$ cat config.mk
export PLATFORM = sky130hd
export DESIGN_NAME = bmts_shift_table
export DESIGN_NICKNAME = d
export VERILOG_FILES = /design/src/hdl/bmts_pkg.sv /design/src/hdl/bmts_shift_table.sv
export SDC_FILE = /design/constraint.sdc
export NUM_CORES = 2
export LEC_CHECK = 0
export BUFFER_PORTS_ARGS = -buffer_cell sky130_fd_sc_hd__buf_2
export CORE_ASPECT_RATIO = 1.25
export CORE_UTILIZATION = 55
export CTS_CLUSTER_SIZE = 14
export DETAILED_ROUTE_END_ITERATION = 12
export MAX_ROUTING_LAYER = met4
export PLACE_DENSITY = 0.81
export SYNTH_ARGS = -nofsm -noshare
export SYNTH_HDL_FRONTEND = slang
export SYNTH_SLANG_ARGS = --single-unit
$ cat constraint.sdc
create_clock -name clk_i -period 2.65 [get_ports clk_i]
set_input_delay 0.1325 -clock clk_i [delete_from_list [all_inputs] [get_ports clk_i]]
set_output_delay 0.1325 -clock clk_i [all_outputs]
set_load 0.1 [all_outputs]
$ cat src/hdl/bmts_pkg.sv
// ----------------------------------------------------------------------------
// bmts_pkg
// Shared types and constants of the Boyer-Moore text search block.
// ----------------------------------------------------------------------------
package bmts_pkg;

  localparam int unsigned ALPHABET_SIZE = 256;
  localparam int unsigned CHAR_W        = 8;
  // span of the start position field (12 bits)
  localparam int unsigned POS_SPAN      = 4096;

  // command codes carried in the mode field
  localparam logic [1:0] MODE_LOAD_PAT = 2'd0;
  localparam logic [1:0] MODE_LOAD_TXT = 2'd1;
  localparam logic [1:0] MODE_SEARCH   = 2'd2;

  typedef struct packed {
    logic [1:0]  mode;
    logic [11:0] index;
    logic [7:0]  byte_value;
    logic [12:0] text_length;
    logic [11:0] start_pos;
  } in_item_t;

  typedef struct packed {
    logic [12:0] match_position;
    logic        found;
  } out_item_t;

  // operations of the shared position adder
  typedef enum logic [2:0] {
    ALU_INIT  = 3'd0,
    ALU_SKIP  = 3'd1,
    ALU_S_DEC = 3'd2,
    ALU_T_DEC = 3'd3,
    ALU_SHIFT = 3'd4
  } alu_op_e;

  typedef struct packed {
    logic              clear;
    logic              wr_en;
    logic [CHAR_W-1:0] wr_char;
    logic [CHAR_W-1:0] rd_char;
  } tbl_ctl_t;

endpackage

$ cat src/hdl/bmts_shift_table.sv
// ----------------------------------------------------------------------------
// bmts_shift_table
// Last-occurrence table over the byte alphabet. Holds the last pattern index
// of each byte; the skip distance is derived from it on read.
// ----------------------------------------------------------------------------
module bmts_shift_table #(
  parameter int unsigned PW = 5,
  parameter int unsigned LW = 6
) (
  input  logic               clk_i,
  input  logic               rst_ni,
  input  bmts_pkg::tbl_ctl_t ctl_i,
  input  logic [PW-1:0]      wr_idx_i,
  input  logic [LW-1:0]      m_i,
  output logic [LW-1:0]      skip_o,
  output logic               present_o,
  output logic [PW-1:0]      last_o
);
  import bmts_pkg::*;

  logic [ALPHABET_SIZE-1:0] vld_q;
  logic [PW-1:0]            last_mem [ALPHABET_SIZE];
  logic [PW-1:0]            last_q;
  logic                     hit_q;

  // one flop per byte value: clear marks every byte absent at once
  always_ff @(posedge clk_i or negedge rst_ni) begin
    if (!rst_ni) begin
      vld_q <= '0;
    end else if (ctl_i.clear) begin
      vld_q <= '0;
    end else if (ctl_i.wr_en) begin
      vld_q[ctl_i.wr_char] <= 1'b1;
    end
  end

  always_ff @(posedge clk_i) begin
    if (ctl_i.wr_en) begin
      last_mem[ctl_i.wr_char] <= wr_idx_i;
    end
    last_q <= last_mem[ctl_i.rd_char];
    hit_q  <= vld_q[ctl_i.rd_char];
  end

  // absent bytes skip a whole pattern length
  assign skip_o    = hit_q ? LW'(m_i - LW'(1) - LW'(last_q)) : m_i;
  assign present_o = hit_q;
  assign last_o    = last_q;

endmodule

==> summary.md <==
| Metric | Value |
|---|---|
| Worst-path cell chain | inv_4 > ha_4 > fa_2 > a21o_1 > a21oi_2 > xnor2_1 > mux2_4 > buf_12 |
| DR WL/cell | 29.7 µm |
| I/O pin total | 43 |
| P_leak | 23.9 nW |
| Maximum fanout along the worst path | 2 |
| Global-route wire length before repair | 231000 µm |
| Clock transition at path regs | 0.07 ns |
| Dominant cell type by area after synthesis | edfxtp_1 |
| Total Power | 48.9 mW |
| Final hold violations | 0 |
| Failing checks | negative setup slack |
| Core footprint | 110000 µm² |
| Total GRT Usage | 29.2% |
| Die ar. | 113000 µm² |
| Die Height | 376 µm |
| #FFs+latches synth | 1542 |
| Worst min path class | primary input to flop |
| Final setup margin | -0.0564 ns |
| CTS Buffer Depth | 3 |
| Starting Density | 55.7% |
| Async SR Flop Fraction | 16.6% |
| Synth Instances | 3440 |
| Number of buffers created by CTS | 140 |
| Post-DP HPWL | 97900 µm |
| TritonCTS clock tree | yes |
| CP Capture Type | primary output |
| Min Tclk post-route | 2.71 ns |
| Setup Total Neg Slack | -0.0653 ns |
| Switching part of the total | 21.9% |
| Largest delay share family, worst path | adder cells |
| Placed Area | 65200 µm² |
| Seq pwr share | 54.0% |
| Cell Rows | 136 |
| Yosys warns | 0 |
| EDFF count, synth | 1280 |
| Worst vdd ir | 0.662 mV |
| Critical Path AT | 2.57 ns |
| Post-route ant nets | 0 |
| Initial DRT Pass Iterations | 6 |
| Critical path required time | 2.52 ns |
| Syn nets | 3477 |
| Fin Hold WS | 0.0218 ns |
| P&R area growth vs syn | 13.5% |
| Via-to-Cell Ratio | 6.54 |
| Buffers added on ports | 42 |
| Most numerous cell in the Yosys netlist | edfxtp_1 |
| Clock Power Share | 39.6% |
| Synth cell count leaders | edfxtp_1 (1280), nor2_1 (739), mux4_2 (359) |
| CTS H-tree lvls | 4 |
| Clock root buffer | clkbuf_16 |
| Max Slew Vio Count | 0 |
| Number of global-route vias before repair | 35300 |
| Tcrit/Tclk final | 102% |
| Status | complete, but fails checks |
| FMAX | 0.369 GHz |
| Fraction of layout cells with a size suffix above 1 | 24.4% |
| Gr ovfl total | 0 |
| Sequential share of the synthesized area | 73.2% |
| Switch Pwr | 10.7 mW |
| Clock sinks | 1542 |
| Routability congestion estimate | 0.955 |
| RSZ-0062 raised after global routing | true |
| Largest cells by area after synthesis | edfxtp_1 (63%), mux4_2 (13%), dfrtp_1 (10%) |
| Ys flop type | edfxtp_1 |
| Initial DRC Count | 4793 |
| Buffers & Inverters on Critical Path | 2 |
| Post-Syn Area per Cell | 17.9 µm² |
| Remaining DRCs | 0 |
| Synth Cell Area | 61400 µm² |
| Setup violations, final | 2 |
| Via Count | 34500 |
| Clock Skews | 0.0321 ns |
| Post-route cell area | 69700 µm² |
| Synth top area share | 62.6% |
| Combinational share of power | 6.4% |
| Crit path launch type | flop |
| Largest net degree at the start of global routing | 126 |
| Delay of the slowest critical-path stage | 0.40 ns |
| Final WL | 157000 µm |
| Synth cell types | 55 |
| Setup Crit Path Kind | flop to primary output |
| Crit path max-delay cell type | dfxtp_4 |
| Initial antenna violation count | 2 |
| Slew Limit Headroom | 36.6% |
| PwrDens | 702 nW/µm² |
| Max_cap viols | 0 |
| Reg2Reg Setup Slack | 0.04 ns |
| Die width | 301 µm |
| Fin nets | 3753 |
| Internal | 38.2 mW |
| Clock Latency Late Sink | 0.78 ns |
| Measured slew at the worst slew-check pin | 0.951 ns |
## through the flow
step	util [%]	std cells	setup slack, ns
3_3_place_gp	59.1	5015	-0.336
6_report	63.2	5282	-0.0564
2_1_floorplan	-	3440	-0.0382
3_5_place_dp	59.1	5015	-0.384
5_1_grt	63.2	5280	-0.138
4_1_cts	63.2	5276	-0.148
## flip-flops by register name, indices dropped and copies added (netlist names)
signal     flops
last_mem    1280
vld_q        256
last_o         5
present_o      1
## layer usage
metal	global-route usage (%)	part of all wire, %	vias up
li1	-	-	14000
met1	34.9	33	17600
met2	46.3	49	2459
met3	5.46	11	570
met4	17.9	7.1	0
met5	-	0	-
## power groups by stage
stage / registers (mW) / logic (mW) / clock network (mW)
3_3_place_gp: 26.9 / 2.94 / 0
5_1_grt: 26.4 / 3.27 / 20.3
6_report: 26.4 / 3.15 / 19.4
3_5_place_dp: 26.9 / 3.01 / 0
2_1_floorplan: 27.0 / 1.58 / 0
4_1_cts: 26.4 / 3.10 / 19.5
## placed cells by master, fill, tap and decap left out, drive strengths merged, types with 13 or more instances in the layout
cell type     n
a211oi       13
a21oi        42
o21ai        28
nor2        740
edfxtp     1280
o22ai        13
a22oi        33
mux2i       139
nand3        29
a31oi        14
clkinv       24
dfrtp       256
inv          15
nand2        71
buf         331
o21ba        30
clkbuf      221
o221ai       33
nor2b        21
mux4        359
## kinds of logic (layout without fill, tap and decap cells)
kind of cell / Yosys count / after routing / synth area share (%)
other cells: 0 / 5 / 0
fa+ha+maj: 6 / 6 / 0.134
simple gates: 914 / 914 / 6.00
buf+inv: 215 / 603 / 2.00
xor+xnor: 4 / 4 / 0.0570
flops: 1542 / 1542 / 73.2
mux: 502 / 502 / 15.5
compound gates: 257 / 257 / 3.08
## final cells by class
type / count / area [µm²]
flip-flops and latches: 1542 / 45000
fillers: 7088 / 40600
multi-input cells: 1683 / 15300
clock buffers: 216 / 3960
repair buffers: 341 / 3240
well taps: 1449 / 1810
clock inverters: 38 / 344
inverters: 8 / 36.3
diodes: 5 / 12.5
## what timing repair did
item                                    4_1_cts  5_1_grt
resized for setup                            21        5
endpoints found under the hold margin       389        0
hold buffers                                  6        0
pin swaps                                     8        5
endpoints found under the setup margin        7        3
setup buffers                                 1        1
## worst paths after layout
check | start | end | cells after the start
setup / recovery | last_o[0] | skip_o[4] | 8
hold / removal | wr_idx_i[2] | last_mem[72][2] | 1
setup reg to reg | last_mem[147][4] | last_o[4] | 7
hold reg to reg | vld_q[146] | vld_q[146] | 2
max in group asynchronous | rst_ni | vld_q[178] | 3
min in group asynchronous | rst_ni | vld_q[63] | 3
Note: power is estimated with default switching activity, not from simulation.
