## config.mk

```make
export PLATFORM = sky130hd
export DESIGN_NAME = bmts_alu
export DESIGN_NICKNAME = d
export VERILOG_FILES = /design/src/hdl/bmts_pkg.sv /design/src/hdl/bmts_alu.sv
export SDC_FILE = /design/constraint.sdc
export NUM_CORES = 1
export LEC_CHECK = 0
export ABC_AREA = 1
export BUFFER_PORTS_ARGS = -buffer_cell sky130_fd_sc_hd__buf_4
export CAP_MARGIN = 30
export CORE_UTILIZATION = 50
export DETAILED_ROUTE_END_ITERATION = 12
export PLACE_DENSITY_LB_ADDON = 0.08
export SYNTH_ARGS = -nofsm -noshare
export SYNTH_HDL_FRONTEND = slang
export SYNTH_SLANG_ARGS = --single-unit
```

## constraint.sdc

```tcl
create_clock -name vclk -period 8.1
set_input_delay 1.215 -clock vclk [all_inputs]
set_output_delay 1.215 -clock vclk [all_outputs]
set_load 0.02 [all_outputs]
```

## src/hdl/bmts_pkg.sv

```systemverilog
// ----------------------------------------------------------------------------
// bmts_pkg
// Shared types and constants of the Boyer-Moore text search block.
// ----------------------------------------------------------------------------
package bmts_pkg;

  localparam int unsigned ALPHABET_SIZE = 256;
  localparam int unsigned CHAR_W        = 8;
  // span of the start position field (12 bits)
  localparam int unsigned POS_SPAN      = 4096;

  // command codes carried in the mode field
  localparam logic [1:0] MODE_LOAD_PAT = 2'd0;
  localparam logic [1:0] MODE_LOAD_TXT = 2'd1;
  localparam logic [1:0] MODE_SEARCH   = 2'd2;

  typedef struct packed {
    logic [1:0]  mode;
    logic [11:0] index;
    logic [7:0]  byte_value;
    logic [12:0] text_length;
    logic [11:0] start_pos;
  } in_item_t;

  typedef struct packed {
    logic [12:0] match_position;
    logic        found;
  } out_item_t;

  // operations of the shared position adder
  typedef enum logic [2:0] {
    ALU_INIT  = 3'd0,
    ALU_SKIP  = 3'd1,
    ALU_S_DEC = 3'd2,
    ALU_T_DEC = 3'd3,
    ALU_SHIFT = 3'd4
  } alu_op_e;

  typedef struct packed {
    logic              clear;
    logic              wr_en;
    logic [CHAR_W-1:0] wr_char;
    logic [CHAR_W-1:0] rd_char;
  } tbl_ctl_t;

endpackage

```

## src/hdl/bmts_alu.sv

```systemverilog
// ----------------------------------------------------------------------------
// bmts_alu
// Shared position adder: every text position update of the search goes
// through this one add/subtract unit.
// ----------------------------------------------------------------------------
module bmts_alu #(
  parameter int unsigned SW = 14,
  parameter int unsigned LW = 6
) (
  input  bmts_pkg::alu_op_e op_i,
  input  logic [11:0]       start_pos_i,
  input  logic [SW-1:0]     s_i,
  input  logic [SW-1:0]     t_i,
  input  logic [LW-1:0]     m_i,
  input  logic [LW-1:0]     skip_i,
  input  logic [LW-1:0]     shift_i,
  output logic [SW-1:0]     sum_o
);
  import bmts_pkg::*;

  logic [SW-1:0] a;
  logic [SW-1:0] b;
  logic          sub;

  always_comb begin
    a   = s_i;
    b   = '0;
    sub = 1'b0;
    case (op_i)
      ALU_INIT: begin
        a = SW'(start_pos_i);
        b = SW'(m_i - LW'(1));
      end
      ALU_SKIP: begin
        b = SW'(skip_i);
      end
      ALU_S_DEC: begin
        b   = SW'(1'b1);
        sub = 1'b1;
      end
      ALU_T_DEC: begin
        a   = t_i;
        b   = SW'(1'b1);
        sub = 1'b1;
      end
      ALU_SHIFT: begin
        b = SW'(shift_i);
      end
      default: begin
        b = '0;
      end
    endcase
  end

  assign sum_o = a + (sub ? ~b : b) + SW'(sub);

endmodule
```

==> flow_summary.json, run 1 <==
{
  "status": "complete, no violations",
  "die_y_um": 52.7,
  "rows": 17,
  "num-fill-cells": 206,
  "met3_usage_pct": 0.580,
  "routed_wl_um": 3550,
  "routabilityCongestion": 0.911,
  "grt_pass1_vias": 1515,
  "hold_violations": 0,
  "powerDensity_nw_per_um2": 95.0,
  "finalMaxSlewViolations": 0,
  "use_met1_pct": 33.6,
  "setup_viol": 0,
  "min_path_cells": 5,
  "synth_compound_area_share_pct": 10.7,
  "fmax_ghz": 0.216,
  "final_nets": 383,
  "worst_ep_required_time_ns": 6.88,
  "syn_area_um2": 1280,
  "postRouteAntennaNets": 0,
  "setup.worst_path.class": "in -> out",
  "hold-path-endpoint": "sum_o[1]",
  "min_period_ns": 4.64,
  "final_core_utilization_pct": 80.1,
  "wl_per_cell_um": 10.6,
  "grt_remaining_overflow": 0,
  "area_growth_pct": 44.7,
  "start_util_pct": 55.4,
  "port_buffers": 75,
  "final_cell_area_um2": 1860,
  "die_x_um": 52.7,
  "synth_top_family_by_area": "simple AND/OR/NAND/NOR gates",
  "antennaDiodeCount": 0,
  "syn_nets": 311,
  "synth_area_per_cell_um2": 5.44,
  "slew_headroom_pct": 79.7,
  "hpwl_um": 3070,
  "tightest_slew_ns": 0.303,
  "vdd_drop_max_mv": 0.0675,
  "worstPathMaxFanout": 8,
  "via_count": 1730,
  "grt.busiest_layer": "met2",
  "syn_inst": 236,
  "crit_arrival_ns": 3.42,
  "p_leak_uw": 0.00108,
  "ys_seq_area_share_pct": 0,
  "synth-adder-area-share_pct": 14.2,
  "fin_tns_setup_ns": 0,
  "antenna_found_initial": 0,
  "nClkBuffers": 0,
  "layout-drive-gt1-share_pct": 32.7,
  "holdBufCountCts": 0,
  "seq_area_um2": 0,
  "grtUsageMet2_pct": 54.4,
  "final.setup.worst_slack_ns": 3.46,
  "synthMuxAreaShare_pct": 0,
  "fin_crit_sh_pct": 57.3,
  "grt_start_max_net_pins": 20,
  "rsz0062_at_grt": "false",
  "hold_class": "in -> out",
  "route.detailed.drc": 0,
  "ios": 75,
  "first_iter_violations": 20,
  "fp.dieArea_um2": 2770,
  "multi_input_area_um2": 1130,
  "cts_setup_buffers": 0,
  "cp-end-kind": "primary output",
  "core_um2": 2320,
  "yosys.area_share.simple_pct": 55.9,
  "hold_path_startpoint": "s_i[1]",
  "grt_pass1_wl_um": 5980,
  "maxCapViolCount": 0,
  "layout.cells.most_common_list": "75 x nand2_1, 75 x buf_4, 37 x nand3_1, 26 x inv_1, 15 x nor2_1",
  "power_uw": 177,
  "via_per_inst": 5.18,
  "gr-usage-all-layers_pct": 27.6,
  "cp-start-kind": "input port",
  "ctsResizeCount": 0,
  "placed_area_um2": 1860,
  "firstDrtPassIters": 4,
  "pre_cts_slack_ns": 3.47,
  "synth_cell_types": 28,
  "seq_cells": 0,
  "synth_xor_xnor_area_share_pct": 7.41,
  "ys.warnings.count": 0
}
-- layout make-up --
cell class	instances	area share [%]
multi-input cells	198	61.0
repair buffers	75	30.3
inverters	33	6.80
well taps	28	1.89
-- routing by layer --
metal  wire [um]  up-vias
met3         182        2
met4          19        0
met1        1620      751
li1            -      918
met2        1730       59
met5           0        -
-- worst max path at each step --
stage	start	endpoint	depth (start not counted)
after floorplan	op_i[0]	sum_o[10]	15
after global placement	op_i[2]	sum_o[12]	15
after detailed placement	m_i[0]	sum_o[13]	17
after CTS	m_i[0]	sum_o[13]	17
after global routing	m_i[0]	sum_o[13]	17
final	m_i[0]	sum_o[13]	17
-- cell usage after synthesis, types with 2 or more instances --
cell type,count,share of area (%)
nand2_1,75,22
nand3_1,37,14
inv_1,26,7.6
nor2_1,15,4.4
ha_1,13,13
a21oi_1,11,4.3
xor2_1,8,5.5
inv_2,6,1.8
nand2_2,6,2.9
nand4_1,6,2.9
buf_2,4,1.6
nand3_2,4,3.1
nand2_4,3,2.6
nor3_1,3,1.2
o21a_1,3,1.8
nor3_2,2,1.6
o2111ai_1,2,1.4
o21ai_0,2,0.78
-- worst max-delay path, stage by stage --
cell	delay, ns
buf_4	0.11
inv_1	0.08
ha_1	0.17
inv_1	0.06
nor3_2	0.17
nand3_2	0.09
nand2_2	0.19
ha_1	0.34
nand2_1	0.10
nand2_1	0.07
a21oi_1	0.21
nor2_1	0.08
nor3_2	0.19
nand2_1	0.08
nand2_1	0.06
nand2_1	0.05
buf_4	0.15
-- power breakdown --
group          switching, uW  total, uW  internal (uW)
Combinational           99.0        177           77.6
Clock                      0          0              0
Sequential                 0          0              0
-- stage by stage --
stage | cells | hold slack, ns
final | 334 | 2.98
after global routing | 334 | 3.02
after CTS | 334 | 2.99
after detailed placement | 334 | 2.99
after global placement | 334 | 2.98
after floorplan | 236 | 2.75
-- cell families after synthesis --
family,after synthesis
AND/OR/NAND/NOR,152
buffers and inverters,38
AO/OA/AOI/OAI,22
adder cells (fa/ha/maj),14
XOR/XNOR,10
No activity file was read; power rests on OpenSTA's default activity.
==> inputs of run 2 (changes only) <==
--- a/config.mk
+++ b/config.mk
@@ -5,10 +5,10 @@
 export SDC_FILE = /design/constraint.sdc
 export NUM_CORES = 1
 export LEC_CHECK = 0
-export ABC_AREA = 1
+export ABC_AREA = 0
 export BUFFER_PORTS_ARGS = -buffer_cell sky130_fd_sc_hd__buf_4
 export CAP_MARGIN = 30
-export CORE_UTILIZATION = 50
+export CORE_UTILIZATION = 47
 export DETAILED_ROUTE_END_ITERATION = 12
 export PLACE_DENSITY_LB_ADDON = 0.08
 export SYNTH_ARGS = -nofsm -noshare
==> constraint.sdc (replaced) <==
create_clock -name vclk -period 4.68
set_input_delay 0.702 -clock vclk [all_inputs]
set_output_delay 0.702 -clock vclk [all_outputs]
set_load 0.02 [all_outputs]
==> run 2 against run 1 <==
Clock-buffer cell count is the same. Die area rose by 5.8%. Synthesized cell count is 17% lower. Via count down 2.5%. Worst hold slack worse by 0.97 ns. Critical path depth is 3 lower. Design area fell by 0.13%. Flip-flop and latch count unchanged. Critical endpoint is now sum_o[10].
==> flow_summary.json, run 2 <==
{
  "seq_cells": 0,
  "final_nets": 341,
  "fin_crit_sh_pct": 90.4,
  "p_sw_uw": 178,
  "worst_ep_required_time_ns": 3.98,
  "cts_setup_buffers": 0,
  "routed_wl_um": 3760,
  "gr-usage-all-layers_pct": 26.7,
  "maxCapViolCount": 0,
  "hold_violations": 0,
  "ys_seq_area_share_pct": 0,
  "syn_inst": 195,
  "die_x_um": 54.2,
  "grt_pass1_vias": 1421,
  "firstDrtPassIters": 4,
  "synth_cell_types": 44,
  "rsz0062_at_grt": "false",
  "pre_cts_slack_ns": 0.475,
  "grt_remaining_overflow": 0,
  "via_per_inst": 5.73,
  "core_um2": 2520,
  "min_path_cells": 6,
  "hold_path_startpoint": "s_i[13]",
  "power_uw": 333,
  "layout.cells.most_common_list": "79 x buf_4, 22 x o21ai_0, 21 x nand2_1, 20 x a21oi_1, 14 x a22oi_1",
  "layout-drive-gt1-share_pct": 32.6,
  "grt_pass1_wl_um": 5970,
  "grt_start_max_net_pins": 28,
  "synth_area_leaders": "ha_1 13%, o21ai_0 8.6%, a22oi_1 8.2%",
  "vdd_drop_max_mv": 0.146,
  "fmax_ghz": 0.236,
  "fin_tns_setup_ns": 0,
  "antennaDiodeCount": 0,
  "synth_top_area_share_pct": 12.7,
  "ys.warnings.count": 0,
  "antenna_found_initial": 0,
  "tightest_slew_ns": 0.524,
  "synth_area_per_cell_um2": 6.56,
  "final_common_cell": "buf_4",
  "rows": 18,
  "ctsResizeCount": 0,
  "slew_headroom_pct": 64.2,
  "final_core_utilization_pct": 73.6,
  "min_period_ns": 4.23,
  "nClkBuffers": 0,
  "routabilityCongestion": 0.807,
  "yosys.cell_count.top_type": "o21ai_0",
  "wl_per_cell_um": 12.8,
  "final.setup.worst_slack_ns": 0.449,
  "ys_top_cells_by_count": "22 x o21ai_0, 21 x nand2_1, 20 x a21oi_1",
  "power_frac_comb_pct": 100.0,
  "p_seq_share_pct": 0,
  "swShare_pct": 53.4,
  "yosys.area.top_type": "ha_1",
  "setup.worst_path.class": "in -> out",
  "finalMaxSlewViolations": 0,
  "crit_arrival_ns": 3.53,
  "status": "complete, no violations",
  "worstPathMaxFanout": 23,
  "cp-end-kind": "primary output",
  "postRouteAntennaNets": 0,
  "route.detailed.drc": 0,
  "internal_power_uw": 155,
  "holdBufCountCts": 0,
  "syn_nets": 270,
  "via_count": 1686,
  "ios": 75,
  "fp.dieArea_um2": 2940,
  "start_util_pct": 50.7,
  "seq_area_um2": 0,
  "holdWs_ns": 2.01,
  "syn_area_um2": 1280,
  "cp-start-kind": "input port",
  "port_buffers": 75,
  "power_frac_clock_pct": 0,
  "setup_viol": 0,
  "area_growth_pct": 45.0,
  "die_y_um": 54.2,
  "hold_class": "in -> out",
  "powerDensity_nw_per_um2": 179,
  "hpwl_um": 3110,
  "p_leak_uw": 0.000900,
  "hold-path-endpoint": "sum_o[13]",
  "first_iter_violations": 40,
  "num-fill-cells": 234
}
==> run 2: changes by cell type after synthesis, sizes merged, moves of 5 or more <==
cell    previous run  this run
nand2             84        21
nand3             41         4
inv               33         6
o21ai              2        24
a22oi              0        14
a21oi             11        20
nor2              16         9
and3               0         6
clkbuf             0         6
o22ai              0         6
xnor2              1         7
a21o               0         5
==> run 2: logic make-up (layout without fill, tap and decap cells) <==
family	count (synthesis)	count (layout)	synth area share, %
fa+ha+maj	14	14	14.3
compound gates	87	87	44.6
mux	2	2	1.56
xor+xnor	13	13	8.90
buf+inv	16	85	6.06
simple gates	63	63	24.6
==> run 2: routing by layer <==
metal  global-route usage, %  vias to the layer above  part of all wire [%]
li1                        -                      886                     -
met3                   0.565                        0                   5.0
met1                    35.1                      745                    45
met4                       0                        0                     0
met5                       0                        -                     0
met2                    50.4                       55                    50
==> run 2: power groups by stage <==
| stage | Clock [uW] | Sequential (uW) | Combinational, uW |
|---|---|---|---|
| after floorplan | 0 | 0 | 208 |
| after global placement | 0 | 0 | 328 |
| after detailed placement | 0 | 0 | 331 |
| after CTS | 0 | 0 | 332 |
| after global routing | 0 | 0 | 365 |
| final | 0 | 0 | 333 |
==> run 2: final cells by class <==
cell class / count / area, um^2 / area share (%)
Multi-Input combinational cell: 179 / 1200 / 64.8
Timing Repair Buffer: 79 / 593 / 32.0
Tap cell: 30 / 37.5 / 2.02
Inverter: 6 / 22.5 / 1.21
==> run 2: worst max-delay path: stages <==
cell	delay, ns
buf_4	0.22
and2_1	0.15
buf_4	0.17
o21ai_0	0.10
buf_4	0.18
nand2_1	0.06
o21ai_0	0.14
fa_1	0.48
a21o_1	0.18
a21oi_1	0.34
o21ai_0	0.20
a41oi_1	0.30
xnor2_1	0.14
buf_4	0.16
==> run 2: worst max path at each step <==
stage             from  slack (ns)        end  cells past startpoint
4_1_cts        op_i[0]        0.47  sum_o[10]                     14
3_3_place_gp    m_i[0]        0.55  sum_o[10]                     13
3_5_place_dp   op_i[0]        0.48  sum_o[10]                     14
2_1_floorplan  op_i[1]        0.75  sum_o[10]                     13
5_1_grt        op_i[0]        0.15  sum_o[10]                     14
6_report       op_i[0]        0.45  sum_o[10]                     14
==> run 2: per-stage QoR <==
stage                     std cells  cell area [um^2]
after floorplan                 195              1280
after global placement          294              1860
after detailed placement        294              1860
after CTS                       294              1860
after global routing            294              1860
final                           294              1860
==> inputs of run 3 (changes only) <==
--- a/config.mk
+++ b/config.mk
@@ -11,6 +11,8 @@
 export CORE_UTILIZATION = 47
 export DETAILED_ROUTE_END_ITERATION = 12
 export PLACE_DENSITY_LB_ADDON = 0.08
+export RECOVER_POWER = 50
+export SLEW_MARGIN = 0
 export SYNTH_ARGS = -nofsm -noshare
 export SYNTH_HDL_FRONTEND = slang
 export SYNTH_SLANG_ARGS = --single-unit
==> run 3 against run 2 <==
Combinational power down 2%. Die area stayed put. Via count increased by 0.59%. Non-clock buffer count did not move. Critical endpoint unchanged.
==> flow_summary.json, run 3 (synthesized netlist as in run 2, its figures left out) <==
{
  "vdd_drop_max_mv": 0.145,
  "cp-end-kind": "primary output",
  "final_nets": 341,
  "via_count": 1696,
  "hold_violations": 0,
  "grt_remaining_overflow": 0,
  "path_depth": 14,
  "wl_per_cell_um": 12.8,
  "crit_slowest_cell": "fa_1",
  "antenna_found_initial": 0,
  "route.detailed.drc": 0,
  "path_cells": "buf_4 > and2_1 > buf_4 > o21ai_0 > buf_4 > nand2_1 > o21ai_0 > fa_1 > a21o_1 > a21oi_1 > o21ai_0 > a41oi_1 > xnor2_1 > buf_4",
  "finalMaxSlewViolations": 0,
  "min_period_ns": 4.22,
  "seq_cells": 0,
  "holdBufCountCts": 0,
  "layout.cells.most_common_list": "76 x buf_4, 22 x o21ai_0, 21 x nand2_1, 20 x a21oi_1, 14 x a22oi_1",
  "first_iter_violations": 40,
  "via_per_inst": 5.77,
  "p_leak_uw": 0.000889,
  "hold_class": "in -> out",
  "hpwl_um": 3110,
  "fin_crit_sh_pct": 90.2,
  "status": "complete, no violations",
  "cp-start-kind": "input port",
  "antennaDiodeCount": 0,
  "path_buf_inv": 4,
  "worst_ep_required_time_ns": 3.98,
  "gr-usage-all-layers_pct": 26.7,
  "worstSetupStartpoint": "op_i[0]",
  "crit_end": "sum_o[10]",
  "fp.dieArea_um2": 2940,
  "final_common_cell": "buf_4",
  "maxCapViolCount": 0,
  "rows": 18,
  "tightest_slew_ns": 0.524,
  "core_um2": 2520,
  "die_x_um": 54.2,
  "ctsResizeCount": 0,
  "area_growth_pct": 44.1,
  "cts_setup_buffers": 0,
  "powerDensity_nw_per_um2": 176,
  "grt_pass1_vias": 1421,
  "port_buffers": 75,
  "start_util_pct": 50.7,
  "setup_viol": 0,
  "cp_top_family": "compound AO/OA/AOI/OAI gates",
  "grt_pass1_wl_um": 5970,
  "worstPathMaxFanout": 23,
  "layout-drive-gt1-share_pct": 31.4,
  "critPathMaxStageDelay_ns": 0.48,
  "nClkBuffers": 0,
  "setup.worst_path.class": "in -> out",
  "routed_wl_um": 3750,
  "grt_start_max_net_pins": 28,
  "die_y_um": 54.2,
  "routabilityCongestion": 0.807,
  "fmax_ghz": 0.237,
  "fin_tns_setup_ns": 0,
  "final_core_utilization_pct": 73.1,
  "slew_headroom_pct": 64.2,
  "rsz0062_at_grt": "false",
  "cp_common_cell": "buf_4",
  "seq_area_um2": 0,
  "ios": 75,
  "postRouteAntennaNets": 0,
  "crit_arrival_ns": 3.52,
  "firstDrtPassIters": 4
}
run 3: changes by cell type in the layout (fill, tap and decap cells not counted):
cell      delta
buf_4        -3
clkbuf_1     +3
run 3: worst min-delay path by stage:
stage                end    start  cells after the start
5_1_grt         sum_o[1]   s_i[1]                      5
2_1_floorplan   sum_o[5]   s_i[5]                      4
3_5_place_dp    sum_o[1]   s_i[1]                      5
6_report       sum_o[13]  s_i[13]                      6
3_3_place_gp    sum_o[1]   s_i[1]                      5
4_1_cts         sum_o[1]   s_i[1]                      5
run 3: routing by layer:
layer,wire length [um],up-vias,global-route usage [%]
met4,0,0,0
met1,1700,753,35.1
met3,193,0,0.565
met2,1860,57,50.4
li1,-,886,-
met5,0,-,0
run 3: metrics by stage:
stage | instances | cell area [um^2] | hold WS (ns) | total power [uW] | worst slack, ns
after floorplan | 195 | 1280 | 1.84 | 208 | 0.751
after global placement | 294 | 1860 | 2.00 | 328 | 0.551
after detailed placement | 294 | 1860 | 2.01 | 331 | 0.475
after CTS | 294 | 1860 | 2.01 | 332 | 0.472
after global routing | 294 | 1840 | 2.07 | 357 | 0.155
final | 294 | 1840 | 2.01 | 325 | 0.459
run 3: power by group:
| group | internal, uW | switching [uW] |
|---|---|---|
| clock network | 0 | 0 |
| logic | 148 | 178 |
| registers | 0 | 0 |
| total | 148 | 178 |
run 3: layout make-up:
type / instances / area [um^2]
Multi-Input combinational cell: 179 / 1200
Fill cell: 236 / 678
Timing Repair Buffer: 79 / 582
Tap cell: 30 / 37.5
Inverter: 6 / 22.5
run 3: tightest hold or removal path, cell delays in order:
cell and delay (ns):
buf_4 0.08, o21ai_0 0.09, a31oi_1 0.14, mux2i_1 0.08, o211ai_1 0.07, buf_4 0.14
